### src/hw/rtl/rrli_pkg.sv
`default_nettype none

package rrli_pkg;

    // list geometry
    localparam int LISTS  = 4;
    localparam int DEPTH  = 64;
    localparam int LIST_W = $clog2(LISTS);
    localparam int PTR_W  = $clog2(DEPTH);
    localparam int CNT_W  = PTR_W + 1;
    localparam int ADDR_W = LIST_W + PTR_W;

    // field widths
    localparam int VALUE_W = 32;
    localparam int INDEX_W = 2;
    localparam int S_DATA_W = 40;
    localparam int S_USER_W = 1;
    localparam int M_DATA_W = 32;
    localparam int M_USER_W = 2;

    // request kinds
    localparam logic REQ_APPEND = 1'b0;
    localparam logic REQ_NEXT   = 1'b1;

    // controller to datapath
    typedef struct packed {
        logic do_append;
        logic do_next;
        logic load_result;
    } rrli_cmd_t;

    // datapath to controller
    typedef struct packed {
        logic out_free;
    } rrli_stat_t;

endpackage

`default_nettype wire

### src/hw/rtl/rrli_ctrl.sv
`default_nettype none

module rrli_ctrl (
    input  wire logic                 clk,
    input  wire logic                 rst_n,
    input  wire logic                 s_tvalid,
    input  wire logic                 req_type,
    output logic                      s_tready,
    input  wire rrli_pkg::rrli_stat_t stat,
    output rrli_pkg::rrli_cmd_t       cmd
);
    import rrli_pkg::*;

    typedef enum logic [1:0] {
        ST_IDLE = 2'b01,
        ST_READ = 2'b10
    } state_t;

    state_t state_reg;
    state_t state_next;
    logic   accept;

    // take a beat only when idle and the output register can hold a result
    assign s_tready = (state_reg == ST_IDLE) && stat.out_free;
    assign accept   = s_tvalid && s_tready;

    // commands
    always_comb
    begin
        cmd.do_append   = accept && (req_type == REQ_APPEND);
        cmd.do_next     = accept && (req_type == REQ_NEXT);
        cmd.load_result = (state_reg == ST_READ);
    end

    // next state
    always_comb
    begin
        state_next = state_reg;
        unique case (state_reg)
            ST_IDLE:
            begin
                if (accept && (req_type == REQ_NEXT))
                begin
                    state_next = ST_READ;
                end
            end
            ST_READ:
            begin
                state_next = ST_IDLE;
            end
            default:
            begin
                state_next = ST_IDLE;
            end
        endcase
    end

    // state register
    always_ff @(posedge clk or negedge rst_n)
    begin
        if (!rst_n)
        begin
            state_reg <= ST_IDLE;
        end
        else
        begin
            state_reg <= state_next;
        end
    end

endmodule

`default_nettype wire

### config.mk
export PLATFORM = sky130hd
export DESIGN_NAME = rrli_ctrl
export DESIGN_NICKNAME = d
export VERILOG_FILES = /design/src/hw/rtl/rrli_pkg.sv /design/src/hw/rtl/rrli_ctrl.sv
export SDC_FILE = /design/constraint.sdc
export NUM_CORES = 1
export LEC_CHECK = 0
export BUFFER_PORTS_ARGS = -buffer_cell sky130_fd_sc_hd__buf_2
export CAP_MARGIN = 40
export CORE_AREA = 2 2 39 41
export CTS_CLUSTER_SIZE = 25
export DETAILED_ROUTE_END_ITERATION = 10
export DIE_AREA = 0 0 41 43
export PLACE_DENSITY = 0.3
export SLEW_MARGIN = 15
export SYNTH_ARGS = -nofsm -noshare
export SYNTH_HDL_FRONTEND = slang
export SYNTH_SLANG_ARGS = --single-unit
### constraint.sdc
create_clock -name clk -period 1.3 [get_ports clk]
set_clock_uncertainty 0.2 [all_clocks]
set_input_delay 0.26 -clock clk [delete_from_list [all_inputs] [get_ports clk]]
set_output_delay 0.26 -clock clk [all_outputs]
set_load 0.02 [all_outputs]
# Word level (Yosys, flattened, before mapping)

Cells that the tools add are included.

Flip-flop bits (word level): 2
Output and inout port bits: 4

Eq/ne operators: 3
Multiplexer cells: 2
Reductions and logical operators: 4
Bitwise logic cells: 1

Operators with widths:

| operator                                             | number |
|---|---|
| logical AND 1 bit                                    | 4 |
| two-way mux 2 bit                                    | 2 |
| equality test 2 x 1 -> 1 bit (second input constant) | 1 |
| equality test 2 bit (second input constant)          | 1 |
| inequality test 2 bit (second input constant)        | 1 |
| NOT 1 bit                                            | 1 |

# Logic depth before layout (Yosys ltp)

Gate-level depths: netlist (run 1).

Depth in word-level cells: 6
Gate-level depth with buffers: 2

# Least setup slack after synthesis (run 1)

No wires, ideal clock.

Path kind: register to output
Start: register state_reg[0]
End: output cmd[2] (netlist bit)
Buffers on the path: 0
Setup slack: -0.212 ns
Required time: 0.840 ns
Stages on the path, launching flop included: 3
Arrival: 1.052 ns
Cell sequence: dfstp_2 > and3b_2 > and3b_1

RTL lines:

| what                   | line            | RTL |
|---|---|---|
| start, declared        | rrli_ctrl.sv:19 | `state_t state_reg;` |
| start signal, assigned | rrli_ctrl.sv:67 | `state_reg <= state_next;` |
| end, declared          | rrli_ctrl.sv:10 | `output rrli_pkg::rrli_cmd_t cmd` |

==> results of run 1 <==
==> power by group <==
part,switching (mW),internal (mW),total (mW)
combinational,0.0185,0.0238,0.0424
sequential,0.000862,0.0661,0.0670
clock,0.0413,0.114,0.156
total,0.0607,0.204,0.265
==> through the flow <==
step	worst slack, ps	utilization (%)	TNS (ps)
2_1_floorplan	-185.5	-	-368.8
3_3_place_gp	-175.2	11.84	-455.4
3_5_place_dp	-186.2	11.84	-486.7
4_1_cts	-407.2	15.82	-1246
5_1_grt	-449.1	15.82	-1392
6_report	-386.0	15.82	-1169
==> timing repair <==
item	in CTS	in global routing
hold endpoints to repair	2	0
endpoints found under the setup margin	4	4
hold buffers	1	0
resized for setup	6	0
==> synth_stat cells <==
master and count:
sky130_fd_sc_hd__and3_1 2, sky130_fd_sc_hd__and3b_1 1, sky130_fd_sc_hd__and3b_2 1, sky130_fd_sc_hd__dfrtp_1 1, sky130_fd_sc_hd__dfstp_2 1, sky130_fd_sc_hd__nand3_1 1, sky130_fd_sc_hd__nor2b_1 1
==> kinds of logic (layout without fill, tap and decap cells) <==
group,Yosys count,in the layout
buf+inv,0,14
flops,2,2
simple gates,6,6
==> metal layers <==
| layer | wire (µm) | share of wire (%) | global-route usage [%] | vias up |
|---|---|---|---|---|
| met4 | 0 | 0 | 8.000 | 0 |
| met5 | 0 | 0 | 0 | - |
| met1 | 133 | 43 | 5.145 | 54 |
| met2 | 124 | 40 | 4.375 | 9 |
| li1 | - | - | - | 56 |
| met3 | 54 | 17 | 3.141 | 0 |
==> layout make-up <==
type,count,area (µm²)
fillers,158,1165
repair buffers,10,76.32
flip-flops and latches,2,51.30
multi-input cells,6,45.04
clock buffers,4,26.28
well taps,16,20.02
==> worst paths after layout <==
check	endpoint	slack [ps]	cells after the start
max	cmd[2]	-390	3
min	state_reg[0]	20	2
max reg2reg	state_reg[1]	80	3
min reg2reg	state_reg[0]	590	3
max in group asynchronous	state_reg[0]	550	2
min in group asynchronous	state_reg[1]	150	2
==> worst register-to-register path, delay by kind of cell (launching register included) <==
kind | cells | cell delay (ps)
flops | 1 | 510
simple gates | 2 | 330
buf+inv | 1 | 120
==> implementation parameters, run 1 <==
Parameter                              Value

Global routing
  Remaining global-route overflow    0
  Vias in the first global route    134
  Overall fraction of global-route tracks in use    4.819%
  Initial antenna violation count    0
  Pin count of the biggest net entering global routing    5
  Wire length of the first global-routing pass    455 µm

Cells and area
  Flip-flop count of the largest register, all copies and words added    2
  Final Instance Area    219.0 µm²
  Count of non-filler cells in the finished layout    38
  Number of nets in the layout    28
  Commonest cells after routing, fill and taps aside    5 x sky130_fd_sc_hd__buf_2, 3 x sky130_fd_sc_hd__clkbuf_4, 3 x sky130_fd_sc_hd__buf_6
  Area growth from synthesis to layout    133.3%
  Most frequent standard cell in the layout excluding fill and tap cells    sky130_fd_sc_hd__buf_2
  Number of antenna cells inserted    0
  Layout cells sized above 1    72.73%

Worst setup path
  CP Capture Type    primary output
  Top fanout value on the critical path    3
  Data required time of the worst path    840 ps
  Critical Path Source    state_reg[0]
  Worst reg2reg startpoint    state_reg[0]
  CP max stage cell    sky130_fd_sc_hd__dfstp_2
  Sequence of cells on the critical path    and3b_2 -> and3b_2 -> buf_6
  Top cell family by delay on the critical path    flip-flops
  Critical path's most frequent cell    sky130_fd_sc_hd__and3b_2
  Critical path class    flop to primary output
  Data arrival, critical path    1230 ps
  Largest incremental delay on the critical path    510 ps
  Bufs and invs on worst path    1
  Worst setup SP type    flop

Route
  Number of violations reported at the end of detailed-routing iteration 0    1
  Number of iterations in the first detailed-routing pass    3
  Final ANT Viol Nets    0
  Post-detailed-route wirelength per cell    8.211 µm
  Via-per-instance ratio    3.132
  Remaining design rule violation count    0
  Overall via count from detail_route    119
  Wire length reported by the detailed router    312 µm

CTS
  Post-CTS Setup Bufs    0
  # clock sinks    2
  Clock Tree Buf Depth    2
  CTS tree    done
  Clock root buffer    sky130_fd_sc_hd__clkbuf_4
  H-tree depth    1
  Number of CTS-inserted buffers    3
  Clock latency at the later pin of the worst-skew pair    230 ps
  Post-CTS clock slew at the launch and capture registers of the worst setup and hold paths    30 ps

Synth
  Ranking of synthesized cells by area    sky130_fd_sc_hd__dfstp_2 28%, sky130_fd_sc_hd__dfrtp_1 27%, sky130_fd_sc_hd__and3_1 13%
  Total nets after synthesis    13
  Share of synthesized cell area in full adder, half adder and majority cells    0%
  Xor/xnor share of the synthesized area    0%
  Largest family of logic cells by synthesized area    simple AND/OR/NAND/NOR gates
  Simple-gate share of the synthesized area    45.33%
  Yosys cell types    7
  Number of cells produced by synthesis    8
  Multiplexer share of the synthesized area    0%
  Fraction of the yosys area taken by sequential cells    54.67%
  Average instance area after synthesis    11.73 µm²
  Yosys Warn Count    0
  Area fraction in compound gates after synthesis    0%
  Cell area after synthesis    93.84 µm²
  Cell taking the most area after synthesis    sky130_fd_sc_hd__dfstp_2
  FF+latch count, synth    2
  Area share of the leading cell type in the synthesized netlist    28.00%

Die
  Die Height    43 µm
  Effective utilization at floorplan    6.781%
  Area of the core    1384 µm²
  Std cell rows    14
  Die Width    41 µm
  Number of primary I/O pins    9
  Die outline area    1763 µm²

STA
  Setup repair after global routing missed its margin    true
  Hold slack final    16.70 ps
  Worst-Margin Slew    110.9 ps
  Worst rel slew slack    92.66%
  Timing-limited maximum frequency    593.1 MHz
  Smallest setup slack after layout    -386.0 ps
  Post-layout min period    1686 ps
  Hold Vio Cnt, Final    0
  Share of the clock period used by the worst path after layout    129.7%
  Slew Limit Fails    0
  Finish-stage setup viols    4

Hold path
  Start point of the worst min-delay path    s_tvalid
  HP Class    input pin to flop

Placed design
  Count of input and output buffers    8
  # placed instances    33
  RD Place Congestion    0.5183
  Placement-stage cell area    163.9 µm²

Power
  PD cells    1211 nW/µm²
  Static leakage    0.1122 nW
  Peak VDD IR    0.0001947 V
  Pwr Total    0.2651 mW

Run status
  Run status    complete, but fails checks
  Violated checks    negative setup slack

Flow run
  Max_cap viols    0
No activity file was read; power rests on OpenSTA's default activity.
==> inputs of run 2 (changes only) <==
--- a/config.mk
+++ b/config.mk
@@ -7,10 +7,11 @@
 export LEC_CHECK = 0
 export BUFFER_PORTS_ARGS = -buffer_cell sky130_fd_sc_hd__buf_2
 export CAP_MARGIN = 40
-export CORE_AREA = 2 2 39 41
+export CORE_AREA = 3 3 40 42
 export CTS_CLUSTER_SIZE = 25
 export DETAILED_ROUTE_END_ITERATION = 10
-export DIE_AREA = 0 0 41 43
+export DIE_AREA = 0 0 43 45
+export GPL_TIMING_DRIVEN = 0
 export PLACE_DENSITY = 0.3
 export SLEW_MARGIN = 15
 export SYNTH_ARGS = -nofsm -noshare
==> run 2 against run 1 <==
The flow still finishes with violations (negative setup slack). Combinational power about the same. Cell area up 1.1%. Sequential power about the same. Largest cell class unchanged. Highest routed layer unchanged.
==> implementation parameters, run 2 (same netlist as run 1, synthesis figures left out) <==
Parameter                              Value

STA
  Hold Vio Cnt, Final    0
  Share of the clock period used by the worst path after layout    130.5%
  Slew Limit Fails    0
  Finish-stage setup viols    5
  Post-layout min period    1697 ps
  Worst rel slew slack    92.65%
  Smallest setup slack after layout    -397.0 ps
  Setup repair after global routing missed its margin    true
  Worst-Margin Slew    111.0 ps
  Timing-limited maximum frequency    589.3 MHz

Route
  Final ANT Viol Nets    0
  Remaining design rule violation count    0
  Wire length reported by the detailed router    326 µm
  Number of violations reported at the end of detailed-routing iteration 0    1
  Post-detailed-route wirelength per cell    8.579 µm
  Via-per-instance ratio    3.105
  Number of iterations in the first detailed-routing pass    2
  Overall via count from detail_route    118

Global routing
  Wire length of the first global-routing pass    510 µm
  Vias in the first global route    136
  Overall fraction of global-route tracks in use    4.163%
  Pin count of the biggest net entering global routing    5
  Initial antenna violation count    0
  Remaining global-route overflow    0

Cells and area
  Number of antenna cells inserted    0
  Number of nets in the layout    29
  Utilization of the core after routing    17.23%
  Layout cells sized above 1    73.91%
  Most frequent standard cell in the layout excluding fill and tap cells    sky130_fd_sc_hd__buf_2
  Area growth from synthesis to layout    136.0%
  Commonest cells after routing, fill and taps aside    5 x sky130_fd_sc_hd__buf_2, 3 x sky130_fd_sc_hd__clkbuf_4, 3 x sky130_fd_sc_hd__buf_4
  Flip-flop count of the largest register, all copies and words added    2
  Count of non-filler cells in the finished layout    38

CTS
  Clock latency at the later pin of the worst-skew pair    230 ps
  Clock Tree Buf Depth    2
  Number of CTS-inserted buffers    3
  CTS tree    done
  H-tree depth    1
  Post-CTS clock slew at the launch and capture registers of the worst setup and hold paths    30 ps
  Clock root buffer    sky130_fd_sc_hd__clkbuf_4
  # clock sinks    2

Worst setup path
  Data required time of the worst path    840 ps
  Worst setup SP type    flop
  Top cell family by delay on the critical path    flip-flops
  CP Capture Type    primary output
  CP max stage cell    sky130_fd_sc_hd__dfstp_2
  Critical path class    flop to primary output
  Worst reg2reg startpoint    state_reg[0]
  Sequence of cells on the critical path    and3b_2 -> and3b_2 -> buf_6
  Critical path's most frequent cell    sky130_fd_sc_hd__and3b_2
  Largest incremental delay on the critical path    510 ps
  Critical Path Source    state_reg[0]
  Bufs and invs on worst path    1
  Top fanout value on the critical path    4
  Data arrival, critical path    1240 ps

Flow run
  Max_cap viols    0

Die
  Number of primary I/O pins    9
  Effective utilization at floorplan    7.303%
  Area of the core    1285 µm²
  Die Width    43 µm
  Std cell rows    13
  Die outline area    1935 µm²
  Die Height    45 µm

Run status
  Violated checks    negative setup slack
  Run status    complete, but fails checks

Placed design
  RD Place Congestion    0.7333
  Count of input and output buffers    8
  # placed instances    31

Hold path
  Start point of the worst min-delay path    s_tvalid
  HP Class    input pin to flop

Power
  PD cells    1196 nW/µm²
  Peak VDD IR    0.0002108 V
  Pwr Total    0.2648 mW
  Static leakage    0.1152 nW
==> run 2: final timing paths <==
kind | end | slack [ps] | cells past startpoint
max in group asynchronous | state_reg[0] | 560 | 2
min in group asynchronous | state_reg[1] | 140 | 2
worst min register to register | state_reg[0] | 700 | 4
worst max-delay path | cmd[2] | -400 | 3
worst max register to register | state_reg[1] | -10 | 4
worst min-delay path | state_reg[0] | 20 | 2
==> run 2: area by class of cell <==
| class | count | area, µm² |
|---|---|---|
| clock buffers | 4 | 26.28 |
| flip-flops and latches | 2 | 51.30 |
| repair buffers | 11 | 80.08 |
| fillers | 149 | 1064 |
| well taps | 15 | 18.77 |
| multi-input cells | 6 | 45.04 |
==> run 2: per-stage QoR <==
step | setup TNS [ps] | hold WS, ps | area (µm²) | worst slack [ps]
after floorplan | -368.8 | -235.6 | 96.34 | -185.5
after global placement | -447.6 | -153.5 | 155.1 | -206.0
after detailed placement | -450.5 | -150.9 | 155.1 | -207.4
after CTS | -1212 | 8.510 | 211.5 | -418.5
after global routing | -1351 | 31.71 | 221.5 | -441.5
final | -1144 | 16.55 | 221.5 | -397.0
==> run 2: power by group <==
group          leakage [nW]  internal, mW  switching, mW
registers            0.0241        0.0661       0.000868
clock network        0.0150         0.114         0.0408
logic                0.0761        0.0238         0.0188
==> run 2: timing repair <==
action	in CTS	in global routing
hold endpoints to repair	2	0
hold buffers	1	0
gates cloned	0	0
setup endpoints to repair	4	4
resized for setup	4	1
setup buffers	1	1
pin swaps	1	1
==> run 2: routing by layer <==
metal | GRT usage (%) | part of all wire [%]
met1 | 3.614 | 42
met2 | 4.192 | 39
met3 | 3.586 | 19
met4 | 7.229 | 0
met5 | 0 | 0
==> inputs of run 3 (changes only) <==
==> constraint.sdc (replaced) <==
create_clock -name clk -period 1.85 [get_ports clk]
set_clock_uncertainty 0.2 [all_clocks]
set_input_delay 0.37 -clock clk [delete_from_list [all_inputs] [get_ports clk]]
set_output_delay 0.37 -clock clk [all_outputs]
set_load 0.02 [all_outputs]
==> run 3 against run 2 <==
Sequential power down 30%. Largest power group unchanged. Critical path type unchanged. Critical path depth is the same. First-iteration DRC count unchanged. The run now ends clean.
==> implementation parameters, run 3 (same netlist as run 1, synthesis figures left out) <==
Parameter                              Value

Run status
  Run status    finished clean

Global routing
  Initial antenna violation count    0
  Pin count of the biggest net entering global routing    6
  Vias in the first global route    135
  Remaining global-route overflow    0
  Wire length of the first global-routing pass    489 µm
  Overall fraction of global-route tracks in use    4.080%

STA
  Slew Limit Fails    0
  Worst-Margin Slew    114.8 ps
  Setup repair after global routing missed its margin    true
  Timing-limited maximum frequency    550.5 MHz
  Worst rel slew slack    92.40%
  Post-layout min period    1817 ps
  Hold Vio Cnt, Final    0
  Share of the clock period used by the worst path after layout    98.20%
  Finish-stage setup viols    0

Route
  Routed length on met3    45 µm
  Met2 routed wirelength    101 µm
  Wire length reported by the detailed router    296 µm
  Final ANT Viol Nets    0
  Top layer in use    met3
  Sum of routed wire segments on met1    148 µm
  Remaining design rule violation count    0
  Number of violations reported at the end of detailed-routing iteration 0    1
  Via-per-instance ratio    2.972
  Number of iterations in the first detailed-routing pass    2
  Overall via count from detail_route    107
  Post-detailed-route wirelength per cell    8.222 µm

Placed design
  RD Place Congestion    0.6443
  Placement-stage cell area    152.6 µm²
  Count of input and output buffers    8
  # placed instances    31

Die
  Die outline area    1935 µm²
  Die Height    45 µm
  Area of the core    1285 µm²
  Std cell rows    13
  Effective utilization at floorplan    7.303%
  Number of primary I/O pins    9
  Die Width    43 µm

Worst setup path
  Flop-to-flop setup slack    710 ps
  Sequence of cells on the critical path    and3b_2 -> and3_4 -> buf_6
  Critical path class    flop to primary output
  Largest incremental delay on the critical path    510 ps
  CP max stage cell    sky130_fd_sc_hd__dfstp_2
  Data arrival, critical path    1250 ps
  Data required time of the worst path    1280 ps
  Worst reg2reg startpoint    state_reg[0]
  Critical Path Source    state_reg[0]
  End point of the critical path    cmd[1]
  Top fanout value on the critical path    5
  Critical R2R Capture    state_reg[1]
  Logic depth of the worst register-to-register path    2
  CP Capture Type    primary output
  Worst setup SP type    flop

Power
  Power share of the sequential group    26.0%
  Proportion of power drawn by the clock network    60.3%
  Power Internal    0.1395 mW
  Peak VDD IR    0.0001642 V
  PD cells    893.9 nW/µm²
  Switching Fraction    23.04%
  Logic pwr share    13.6%
  Total net switching power    0.04174 mW
  Static leakage    0.1041 nW

CTS
  Post-CTS clock slew at the launch and capture registers of the worst setup and hold paths    30 ps
  Clock root buffer    sky130_fd_sc_hd__clkbuf_4
  Clock Tree Buf Depth    2
  Number of CTS-inserted buffers    3
  Post-CTS Setup Bufs    0
  # clock sinks    2
  CTS tree    done
  H-tree depth    1
  Clock latency at the later pin of the worst-skew pair    230 ps

Hold path
  HP Class    input pin to flop

Flow run
  Max_cap viols    0

Cells and area
  Area growth from synthesis to layout    116.0%
  Most frequent standard cell in the layout excluding fill and tap cells    sky130_fd_sc_hd__buf_2
  Layout cells sized above 1    66.67%
  Filler cell count    151
  Number of nets in the layout    27
  Flip-flop count of the largest register, all copies and words added    2
  Number of antenna cells inserted    0
  Final Instance Area    202.7 µm²
  Count of non-filler cells in the finished layout    36
  Commonest cells after routing, fill and taps aside    6 x sky130_fd_sc_hd__buf_2, 3 x sky130_fd_sc_hd__clkbuf_4
==> run 3: cell types whose count changed in the layout (fill, tap and decap cells not counted) <==
cell                      delta
sky130_fd_sc_hd__and3_4      +1
sky130_fd_sc_hd__buf_2       +1
sky130_fd_sc_hd__buf_6       -1
sky130_fd_sc_hd__and3_2      -1
sky130_fd_sc_hd__buf_4       -2
sky130_fd_sc_hd__and3b_2     -1
sky130_fd_sc_hd__and3b_1     +1
==> run 3: layer usage <==
layer,up-vias,global-route usage (%)
met4,0,7.229
met2,9,3.293
met1,44,4.578
met5,-,0
li1,54,-
met3,0,2.789
==> run 3: worst min path at each step <==
stage,from,to,slack [ps],depth (start not counted)
3_5_place_dp,rst_n,state_reg[1],-40,1
3_3_place_gp,rst_n,state_reg[1],-40,1
2_1_floorplan,rst_n,state_reg[1],-130,0
4_1_cts,s_tvalid,state_reg[0],110,2
6_report,s_tvalid,state_reg[0],130,2
5_1_grt,s_tvalid,state_reg[0],140,2
==> run 3: stage by stage <==
| step | setup slack [ps] | setup TNS (ps) | total power, mW | utilization [%] | hold WS (ps) |
|---|---|---|---|---|---|
| finish | 33.33 | 0 | 0.1812 | 15.77 | 127.0 |
| global route | -5.445 | -9.309 | 0.1889 | 15.77 | 144.8 |
| CTS | 9.934 | 0 | 0.1854 | 14.70 | 114.0 |
| detailed placement | 256.3 | 0 | 0.06804 | 11.88 | -43.24 |
| global placement | 250.5 | 0 | 0.06780 | 11.88 | -43.52 |
| floorplan | 228.5 | 0 | 0.05795 | - | -125.6 |
==> run 3: final cells by class <==
| class | count | area (µm²) | share of cell area [%] |
|---|---|---|---|
| sequential | 2 | 51.30 | 25.31 |
| tap | 15 | 18.77 | 9.259 |
| timing repair buffer | 9 | 58.81 | 29.01 |
| multi-input combinational | 6 | 47.55 | 23.46 |
| clock buffer | 4 | 26.28 | 12.96 |
==> run 3: power groups by stage <==
stage | sequential [mW] | combinational (mW) | clock (mW)
detailed placement | 0.0475 | 0.0205 | 0
CTS | 0.0471 | 0.0223 | 0.116
global placement | 0.0474 | 0.0204 | 0
finish | 0.0472 | 0.0247 | 0.109
global route | 0.0475 | 0.0269 | 0.114
floorplan | 0.0474 | 0.0106 | 0
==> run 3: repair_timing <==
action	in CTS	in global routing
resized for setup	0	4
hold endpoints to repair	2	0
hold buffers	1	0
setup endpoints to repair	0	2
==> run 3: critical path, delay by kind of cell (launching register included) <==
family | cells | cell delay, ps
simple gates | 2 | 400
flops | 1 | 510
buf+inv | 1 | 110
